<file path="src/rtl/cwm_pkg.sv">
`timescale 1ns / 1ps
// ----------------------------------------------------------------------------
// cwm_pkg
// Shared types and character codes for the stylesheet whitespace minifier.
// ----------------------------------------------------------------------------
package cwm_pkg;

  localparam logic [7:0] CH_LBRACE = 8'h7B;
  localparam logic [7:0] CH_GT     = 8'h3E;
  localparam logic [7:0] CH_PLUS   = 8'h2B;
  localparam logic [7:0] CH_SEMI   = 8'h3B;
  localparam logic [7:0] CH_COMMA  = 8'h2C;
  localparam logic [7:0] CH_COLON  = 8'h3A;
  localparam logic [7:0] CH_RBRACE = 8'h7D;
  localparam logic [7:0] CH_BSLASH = 8'h5C;
  localparam logic [7:0] CH_NL     = 8'h0A;
  localparam logic [7:0] CH_TAB    = 8'h09;
  localparam logic [7:0] CH_SPACE  = 8'h20;

  // Emit mask bits, lowest bit goes out first.
  localparam int unsigned EmitSpace  = 0;
  localparam int unsigned EmitBslash = 1;
  localparam int unsigned EmitSemi   = 2;
  localparam int unsigned EmitChar   = 3;
  localparam int unsigned EmitW      = 4;

  typedef struct packed {
    logic [7:0] in_byte;
    logic       end_of_text;
  } in_t;

  typedef struct packed {
    logic [7:0] out_byte;
    logic       run_last;
  } out_t;

  typedef struct packed {
    logic pending_space;
    logic pending_semicolon;
    logic pending_backslash;
    logic after_comma;
    logic after_colon;
  } flags_t;

  // Bytes produced by one input: which held bytes are released, and the byte itself.
  typedef struct packed {
    logic [EmitW-1:0] mask;
    logic [7:0]       ch;
  } bundle_t;

endpackage

</file>
<file path="src/rtl/cwm_step.sv">
`timescale 1ns / 1ps
`default_nettype none
// ----------------------------------------------------------------------------
// cwm_step
// Decodes one byte against the held flags: next flags and the bytes to emit.
// ----------------------------------------------------------------------------
module cwm_step (
  input  wire cwm_pkg::flags_t flags_i,
  input  wire cwm_pkg::in_t    in_i,
  output cwm_pkg::flags_t      flags_o,
  output cwm_pkg::bundle_t     bundle_o
);

  logic [7:0]      c;
  cwm_pkg::flags_t nxt;
  logic            semi_held;

  assign c = in_i.in_byte;

  always_comb begin
    nxt           = flags_i;
    bundle_o.mask = '0;
    bundle_o.ch   = c;
    semi_held     = flags_i.pending_semicolon;

    if (c == cwm_pkg::CH_SPACE) begin
      // Drop the first space after a comma or colon, otherwise hold one.
      if (flags_i.after_comma) begin
        nxt.after_comma = 1'b0;
      end else if (flags_i.after_colon) begin
        nxt.after_colon = 1'b0;
      end else begin
        nxt.pending_space = 1'b1;
      end
    end else begin
      nxt.after_comma   = 1'b0;
      nxt.after_colon   = 1'b0;
      nxt.pending_space = 1'b0;
      bundle_o.mask[cwm_pkg::EmitSpace] = flags_i.pending_space &&
          !(c == cwm_pkg::CH_LBRACE || c == cwm_pkg::CH_GT || c == cwm_pkg::CH_PLUS);

      case (c)
        cwm_pkg::CH_NL: begin
          nxt.pending_backslash = 1'b0;
        end
        cwm_pkg::CH_TAB: begin
        end
        cwm_pkg::CH_SEMI: begin
          nxt.pending_semicolon = 1'b1;
        end
        cwm_pkg::CH_BSLASH: begin
          nxt.pending_backslash = 1'b1;
        end
        default: begin
          if (c == cwm_pkg::CH_COMMA) begin
            nxt.after_comma = 1'b1;
          end else if (c == cwm_pkg::CH_COLON) begin
            nxt.after_colon = 1'b1;
          end else if (c == cwm_pkg::CH_RBRACE) begin
            semi_held = 1'b0;
          end
          bundle_o.mask[cwm_pkg::EmitBslash] = flags_i.pending_backslash;
          bundle_o.mask[cwm_pkg::EmitSemi]   = semi_held;
          bundle_o.mask[cwm_pkg::EmitChar]   = 1'b1;
          nxt.pending_backslash = 1'b0;
          nxt.pending_semicolon = 1'b0;
        end
      endcase
    end

    // End of text discards everything held.
    if (in_i.end_of_text) begin
      nxt = '0;
    end
  end

  assign flags_o = nxt;

endmodule
`default_nettype wire

</file>
<file path="src/rtl/css_whitespace_minifier.sv">
`timescale 1ns / 1ps
`default_nettype none
// ----------------------------------------------------------------------------
// css_whitespace_minifier
// Streaming whitespace remover for stylesheet text, one byte in per cycle while in_stall_o is low.
// ----------------------------------------------------------------------------
// Each accepted input byte yields zero to four output bytes: a released space,
// a released backslash, a released semicolon and the byte itself, in that
// order, with run_last set on the last one. The input side takes one byte
// per cycle while in_stall_o is low; the bytes that one input emits leave
// through the single output port one at a time, so the sustained rate is
// set by the output port at one byte per cycle while out_stall_i is low.
// Between the decoder and the output sits a two-entry queue of decoded
// bundles, so the input keeps flowing while a finished byte waits on
// out_stall_i, and in_stall_o comes from a register only. Output bytes
// appear in the cycle after the input transfer at the earliest.
module css_whitespace_minifier (
  input  wire               clk_i,
  input  wire               rst_ni,
  input  wire               in_valid_i,
  output logic              in_stall_o,
  input  wire cwm_pkg::in_t in_data_i,
  output logic              out_valid_o,
  input  wire               out_stall_i,
  output cwm_pkg::out_t     out_data_o
);

  // Held flags, updated on every input transfer.
  cwm_pkg::flags_t  flags_q, flags_d;
  cwm_pkg::bundle_t step_bundle;

  // Two-entry bundle queue.
  cwm_pkg::bundle_t fifo_q [2];
  logic [1:0]       cnt_q, cnt_d;
  logic             wr_ptr_q, rd_ptr_q;

  logic                      in_xfer, push, out_xfer, pop;
  cwm_pkg::bundle_t          head;
  logic [cwm_pkg::EmitW-1:0] low_bit;
  logic                      head_last;

  cwm_step u_step (
    .flags_i  (flags_q),
    .in_i     (in_data_i),
    .flags_o  (flags_d),
    .bundle_o (step_bundle)
  );

  // Stall only when both entries are taken.
  assign in_stall_o = cnt_q[1];
  assign in_xfer    = in_valid_i && !in_stall_o;
  // Bundles with nothing to emit never enter the queue.
  assign push       = in_xfer && (step_bundle.mask != '0);

  // Head entry: emit the lowest remaining mask bit.
  assign head      = fifo_q[rd_ptr_q];
  assign low_bit   = head.mask & (~head.mask + {{(cwm_pkg::EmitW-1){1'b0}}, 1'b1});
  assign head_last = (head.mask & ~low_bit) == '0;

  assign out_valid_o = cnt_q != 2'd0;
  assign out_xfer    = out_valid_o && !out_stall_i;
  assign pop         = out_xfer && head_last;

  always_comb begin
    out_data_o.run_last = head_last;
    case (low_bit)
      4'b0001: out_data_o.out_byte = cwm_pkg::CH_SPACE;
      4'b0010: out_data_o.out_byte = cwm_pkg::CH_BSLASH;
      4'b0100: out_data_o.out_byte = cwm_pkg::CH_SEMI;
      default: out_data_o.out_byte = head.ch;
    endcase
  end

  always_comb begin
    cnt_d = cnt_q;
    if (push && !pop) begin
      cnt_d = cnt_q + 2'd1;
    end else if (pop && !push) begin
      cnt_d = cnt_q - 2'd1;
    end
  end

  always_ff @(posedge clk_i or negedge rst_ni) begin
    if (!rst_ni) begin
      flags_q  <= '0;
      cnt_q    <= 2'd0;
      wr_ptr_q <= 1'b0;
      rd_ptr_q <= 1'b0;
    end else begin
      if (in_xfer) begin
        flags_q <= flags_d;
      end
      cnt_q <= cnt_d;
      if (push) begin
        wr_ptr_q <= ~wr_ptr_q;
      end
      if (pop) begin
        rd_ptr_q <= ~rd_ptr_q;
      end
    end
  end

  // Queue payload. A push never lands on the head while it is being emitted.
  always_ff @(posedge clk_i) begin
    if (push) begin
      fifo_q[wr_ptr_q] <= step_bundle;
    end
    if (out_xfer && !head_last) begin
      // Drop the byte just sent and keep the rest of the bundle at the head.
      fifo_q[rd_ptr_q].mask <= head.mask & ~low_bit;
    end
  end

endmodule
`default_nettype wire

</file>
<file path="config.mk">
export PLATFORM = sky130hd
export DESIGN_NAME = css_whitespace_minifier
export DESIGN_NICKNAME = d
export VERILOG_FILES = /design/src/rtl/cwm_pkg.sv /design/src/rtl/cwm_step.sv /design/src/rtl/css_whitespace_minifier.sv
export SDC_FILE = /design/constraint.sdc
export NUM_CORES = 1
export LEC_CHECK = 0
export ABC_AREA = 1
export BUFFER_PORTS_ARGS = -buffer_cell sky130_fd_sc_hd__buf_2
export CAP_MARGIN = 20
export CORE_MARGIN = 3
export CORE_UTILIZATION = 50
export CTS_CLUSTER_DIAMETER = 30
export CTS_CLUSTER_SIZE = 25
export DETAILED_ROUTE_END_ITERATION = 16
export PLACE_DENSITY = 0.71
export SYNTH_ARGS = -nofsm -noshare
export SYNTH_HDL_FRONTEND = slang
export SYNTH_SLANG_ARGS = --single-unit
</file>
<file path="constraint.sdc">
create_clock -name clk_i -period 2.45 [get_ports clk_i]
set_clock_uncertainty 0.05 [all_clocks]
set_input_delay 0.735 -clock clk_i [delete_from_list [all_inputs] [get_ports clk_i]]
set_output_delay 0.735 -clock clk_i [all_outputs]
set_load 0.01 [all_outputs]
</file>
==> results.md, run 1 <==
* Status: finished clean
* Worst skew pair latency at approximately 0.33 ns
* Required time worst endpoint at ~1.7 ns
* Clk buf depth at 2
* Post-Synthesis Cells at between 200 and 250
* Commonest non-fill, non-tap cell in the layout: nand2_1
* Num CTS Buffers at 5
* Int Pwr at ~1700 uW
* Sink Count at 33
* Flop pwr share at between 20% and 30%
* Adder-cell share of the synthesized area at less than 1%
* CP Capture Type: output pin
* GR Overflow Total at 0
* Post-synthesis mux area share at under 10%
* Synthesized area per cell at 8.23 um^2
* CTS tree: yes
* Core area at ~3400 um^2
* Most frequent cells in the layout: nand2_1 (61), inv_1 (31), edfxtp_1 (24), buf_2 (22), buf_4 (21)
* Leakage dissipation at between 0.001 and 0.0015 uW
* Register area share after synthesis at 53.2%
* Combinational share of power at between 50% and 60%
* Largest net degree at the start of global routing at 13
* Worst-path fanout max at 8
* FF+latch count, synth at 33
* Rel. slew slack at roughly three quarters
* Antenna Violating Nets Remaining at 0
* Finished Layout Cells at approximately 310
* CTS hold repair buffers at 0
* NetSw at ~1200 uW
* HPWL after DPL at between 2000 and 3000 um
* Net Sw Frac at 41.8%
* RSZ-0062 raised after global routing: true
* Vias per inst at 4.96
* Final setup violation count at 0
* Measured slew at the worst slew-check pin at between 0.3 and 0.4 ns
* Clock power share at between 10% and 20%
* Synthesized area at 1780 um^2
* FMAX at 0.416 GHz
* Post-place setup slack at -0.155 ns
* Post-synth cell types at 24
* Vias in the first global route at roughly 1.5k
* Final hold vios at 0
* Startpoint types: flop
* Detailed Route WL at ~3700 um
* Initial core utilization at a little over half
* R2R Setup Slk at between 0.1 and 0.15 ns
* Ports at 24
* Die Wd at 65.6 um
* Worst r2r src: rd_ptr_q
* Post-Place Cells at slightly below 300
* Final min period at about 2.4 ns
* Kind of critical path: reg2out
* Root Driver: clkbuf_4
* Initial DRC Count at approximately 90
* Largest family of logic cells by synthesized area: simple AND/OR/NAND/NOR gates
* Die Area at between 4000 and 5000 um^2
* Row cnt at 21
* Pwr/cell area at ~1300 nW/um^2
* Setup TNS at 0 ns
* Clock-pin slew on the worst setup and hold paths at ~0.11 ns
* First-pass DRT Iterations at 4
* Final hold slack at around 0.18 ns
* Die Span Y at about 66 um
* WL/cell at roughly 12 um
* Worst min path class: in2async
* Pins Over Slew Limit at 0
* Input/output buffers at 23
* Area grow syn2layout at 31.8%
* Synth Area in XOR/XNOR at 1.48%
* Origin of the worst setup path: rd_ptr_q
* Period utilization at approximately 98%
* Via count at roughly 1.6k
* Synth Area in Simple Gates at 25.9%
* First-pass GRT wire length at about 6300 um
* Max Cap Viol at 0
* Worst IR Drop VDD at 0.799 mV
* Nets@finish at ~280
* H-tree depth at 2
* GR Util All Layers at roughly 20%
* Post-Synthesis Net Count at 230
* YS warnings at 0
* Drc violations at 0
* Antenna Cells at 0
* Routability congestion estimate at ~0.88
* Layout cells sized above 1 at a little under a third
* Worst setup margin at 0.0440 ns
* Initial antenna violation count at 0
* Synth Area in Compound Gates at under 10%
* Critical Path AT at between 1.5 and 2 ns
power by group through the flow:
stage	Combinational, uW	Clock [uW]	Sequential (uW)
floorplan	835	0	869
global route	1870	447	908
detailed placement	1210	0	892
CTS	1480	420	879
global placement	1200	0	889
finish	1690	409	889
Yosys cell counts, drive strengths merged:
| cell | number | share of area [%] |
|---|---|---|
| a31oi | 4 | 1.4 |
| dfrtp | 9 | 13 |
| nand2 | 74 | 16 |
| nand4 | 6 | 2.1 |
| edfxtp | 24 | 41 |
| xor2 | 2 | 0.99 |
| mux2i | 2 | 1.1 |
| buf | 3 | 1.1 |
| nor2 | 22 | 5.8 |
| xnor2 | 1 | 0.49 |
| a41oi | 1 | 0.49 |
| ha | 1 | 0.70 |
| nand3 | 6 | 1.7 |
| inv | 36 | 7.6 |
| a21oi | 11 | 3.1 |
| nor3 | 1 | 0.28 |
| o21ai | 13 | 3.9 |
layer usage:
layer  GRT usage [%]  up-vias  share of wire (%)  wire (um)
met5               0        -                  0          0
met4            6.99        0                2.6         96
met3            4.62       10                5.2        195
met2            32.8       47                 50       1870
met1            24.6      700                 42       1580
li1                -      801                  -          -
per-stage QoR:
| step | total power [uW] | utilization, % | cell area [um^2] |
|---|---|---|---|
| 6_report | 2990 | 69.1 | 2340 |
| 5_1_grt | 3230 | 69.1 | 2340 |
| 4_1_cts | 2780 | 66.8 | 2260 |
| 3_5_place_dp | 2100 | 61.2 | 2080 |
| 3_3_place_gp | 2090 | 61.2 | 2080 |
| 2_1_floorplan | 1700 | - | 1780 |
timing repair:
action | in CTS | in global routing
setup buffers | 8 | 1
pin swaps | 3 | 13
gates resized for setup | 11 | 24
endpoints found under the setup margin | 7 | 21
area by class of cell:
cell class / instances / area (um^2)
multi-input cells: 144 / 787
well taps: 46 / 57.6
clock buffers: 5 / 37.5
flip-flops and latches: 33 / 947
fillers: 272 / 1050
clock inverters: 3 / 46.3
inverters: 36 / 138
repair buffers: 47 / 330
cell families (layout without fill, tap and decap cells):
| logic type | after synthesis | count (layout) |
|---|---|---|
| AND/OR/NAND/NOR | 109 | 109 |
| AO/OA/AOI/OAI | 29 | 29 |
| adder cells (fa/ha/maj) | 1 | 1 |
| XOR/XNOR | 3 | 3 |
| flip-flops | 33 | 33 |
| buffers and inverters | 39 | 91 |
| multiplexers | 2 | 2 |
critical path, cell delays in order, from the launching register on:
cell and delay, ns:
dfrtp_2 0.51, inv_4 0.09, buf_6 0.14, nand2_1 0.08, o21ai_2 0.06, a21oi_2 0.13
nand2_2 0.09, inv_2 0.07, buf_6 0.10
path summary, 6_finish.rpt:
check / to / depth (start not counted)
max in group asynchronous: rd_ptr_q / 1
setup / recovery: out_data_o[0] / 8
hold reg to reg: cnt_q[0] / 1
hold / removal: flags_q[1] / 1
setup reg to reg: fifo_q[0][9] / 15
min in group clk_i: cnt_q[0] / 1
flip-flops by register name (all words and copies together), names as in the netlist:
register	flops
fifo_q	24
flags_q	5
cnt_q	2
rd_ptr_q	1
wr_ptr_q	1
No activity file was read; power rests on OpenSTA's default activity.
==> run 2, diff against run 1 <==
--- a/config.mk
+++ b/config.mk
@@ -8,11 +8,13 @@
 export ABC_AREA = 1
 export BUFFER_PORTS_ARGS = -buffer_cell sky130_fd_sc_hd__buf_2
 export CAP_MARGIN = 20
+export CORE_ASPECT_RATIO = 1.2
 export CORE_MARGIN = 3
 export CORE_UTILIZATION = 50
 export CTS_CLUSTER_DIAMETER = 30
 export CTS_CLUSTER_SIZE = 25
 export DETAILED_ROUTE_END_ITERATION = 16
+export HOLD_SLACK_MARGIN = 0.08
 export PLACE_DENSITY = 0.71
 export SYNTH_ARGS = -nofsm -noshare
 export SYNTH_HDL_FRONTEND = slang
==> results.md, run 2 (same netlist as run 1, synthesis figures left out) <==
* Required time worst endpoint at 1.66 ns (about the same)
* Finished Cell Area at 2230 um^2 (-5.0%)
* Post-DP Area at 2060 um^2 (-0.54%)
* Max Cap Viol at 0 (unchanged)
* WL/cell at 11.9 um (-0.14%)
* Initial antenna violation count at 0 (unchanged)
* Root Driver: clkbuf_8
* Startpoint types: flop
* Final hold slack at 0.242 ns (+0.0590 ns)
* Initial core utilization at 52.8% (+0.35 points)
* Vias per inst at 4.90 (-1.2%)
* HPWL after DPL at 2730 um (+1.1%)
* Worst-path fanout max at 7 (-1)
* Kind of critical path: reg2out
* Antenna Cells at 0 (unchanged)
* Final hold vios at 0 (unchanged)
* Row cnt at 23 (+9.5%)
* Antenna Violating Nets Remaining at 0 (unchanged)
* Drc violations at 0 (unchanged)
* First-pass DRT Iterations at 4 (unchanged)
* CTS tree: yes
* Rel. slew slack at 76.0% (-0.90 points)
* Worst r2r src: rd_ptr_q
* Routability congestion estimate at 0.909 (+3.3%)
* Sink Count at 33 (unchanged)
* Core area at 3370 um^2 (-0.66%)
* CP Capture Type: output pin
* Initial DRC Count at 41 (-55%)
* Critical Path AT at 1.60 ns (-0.02 ns)
* Clock-pin slew on the worst setup and hold paths at 0.07 ns (-0.04 ns)
* Vias in the first global route at 1337 (-7.9%)
* Largest regs: fifo_q (24), flags_q (5), cnt_q (2)
* Detailed Route WL at 3580 um (-4.3%)
* Layout cells sized above 1 at 26.5% (-4.8 points)
* Measured slew at the worst slew-check pin at 0.356 ns (+0.0133 ns)
* Via count at 1475 (-5.3%)
* FMAX at 0.420 GHz (+0.98%)
* Fill count at 286 (+5.1%)
* Area grow syn2layout at 25.2%
* Top reg by flops: fifo_q
* Pwr/cell area at 1180 nW/um^2 (-7.6%)
* Die Wd at 60.4 um (-7.9%)
* Input/output buffers at 23 (unchanged)
* Worst setup margin at 0.0674 ns (+0.0234 ns)
* RSZ-0062 raised after global routing: true
* Worst min path class: in2async
* Die Span Y at 71.3 um (+8.7%)
* GR Util All Layers at 18.0% (-1.5 points)
* Max reg flops at 24 (unchanged)
* First-pass GRT wire length at 5750 um (-9.3%)
* Origin of the worst setup path: rd_ptr_q
* Clk buf depth at 2 (unchanged)
* Post-place setup slack at -0.0819 ns (+0.0733 ns)
* Status: finished clean
* Largest net degree at the start of global routing at 11 (-2)
* H-tree depth at 2 (unchanged)
* Commonest non-fill, non-tap cell in the layout: nand2_1
* Leakage dissipation at 0.00109 uW (-3.0%)
* Most frequent cells in the layout: nand2_1 (69), inv_1 (35), edfxtp_1 (24), buf_2 (23), buf_4 (18)
* Worst skew pair latency at 0.28 ns (-0.05 ns)
* Final setup violation count at 0 (unchanged)
* Ports at 24 (unchanged)
* GR Overflow Total at 0 (unchanged)
* Period utilization at 97.2% (-0.95 points)
* Worst IR Drop VDD at 0.818 mV (+2.3%)
* Num CTS Buffers at 5 (unchanged)
* Die Area at 4310 um^2 (about the same)
* Pins Over Slew Limit at 0 (unchanged)
* Final min period at 2.38 ns (-0.0234 ns)
* Nets@finish at 277 (-1.4%)
==> run 2: cell types whose count changed in the layout (fill, tap and decap cells not counted), moves of 3 or more <==
cell	before	now
nand2_1	61	69
inv_1	31	35
buf_4	21	18
clkbuf_8	0	5
clkbuf_4	5	0
nor2_1	16	13
nand2_4	5	2
nor2_2	4	7
nand2_2	6	3
inv_2	4	1
==> run 2: worst paths after layout <==
kind,to,slack (ns),cells past startpoint
setup / recovery,out_data_o[0],0.07,8
hold / removal,cnt_q[0],0.24,1
setup reg to reg,cnt_q[1],0.34,12
hold reg to reg,cnt_q[0],0.42,1
max in group asynchronous,rd_ptr_q,1.91,1
min in group clk_i,cnt_q[0],0.42,1
==> run 2: timing repair <==
item	4_1_cts	5_1_grt
hold buffers	0	0
resized for setup	3	12
pin swaps	0	3
endpoints found under the setup margin	4	4
buffers inserted	2	2
==> run 2: layer usage <==
| metal | up-vias | wire length, um | track usage [%] |
|---|---|---|---|
| met4 | 0 | 76 | 7.23 |
| met2 | 29 | 1760 | 30.3 |
| met5 | - | 0 | 0 |
| met3 | 8 | 156 | 4.32 |
| li1 | 787 | - | - |
| met1 | 651 | 1590 | 21.9 |
==> run 2: worst max-delay path: stages (launching register included) <==
cell and delay (ns):
dfrtp_2 0.47, inv_2 0.10, nand2_1 0.08, nand2_4 0.12, nand2_2 0.09, a21oi_2 0.18
nand2_2 0.08, inv_1 0.06, buf_2 0.12
==> run 2: cell type report <==
cell class	instances	area (um^2)	area share (%)
Clock inverter	2	10.0	0.450
Timing Repair Buffer	43	290	13.0
Tap cell	37	46.3	2.08
Multi-Input combinational cell	144	724	32.5
Clock buffer	6	72.6	3.26
Sequential cell	33	947	42.6
Inverter	36	135	6.07
==> run 2: report_power, final <==
group	internal, uW	leakage, uW	switching (uW)
Sequential	800	0.000336	80.9
Combinational	551	0.000709	807
Clock	196	0.0000450	187
Total	1550	0.00109	1070
==> run 2: per-stage QoR <==
| stage | total power, uW | instances | utilization [%] | setup TNS (ns) |
|---|---|---|---|---|
| final | 2620 | 301 | 66.1 | 0 |
| after global routing | 2830 | 301 | 66.1 | -0.0779 |
| after CTS | 2540 | 299 | 64.5 | 0 |
| after detailed placement | 2100 | 289 | 61.3 | -0.0819 |
| after global placement | 2090 | 289 | 61.3 | -0.0291 |
| after floorplan | 1700 | 216 | - | 0 |
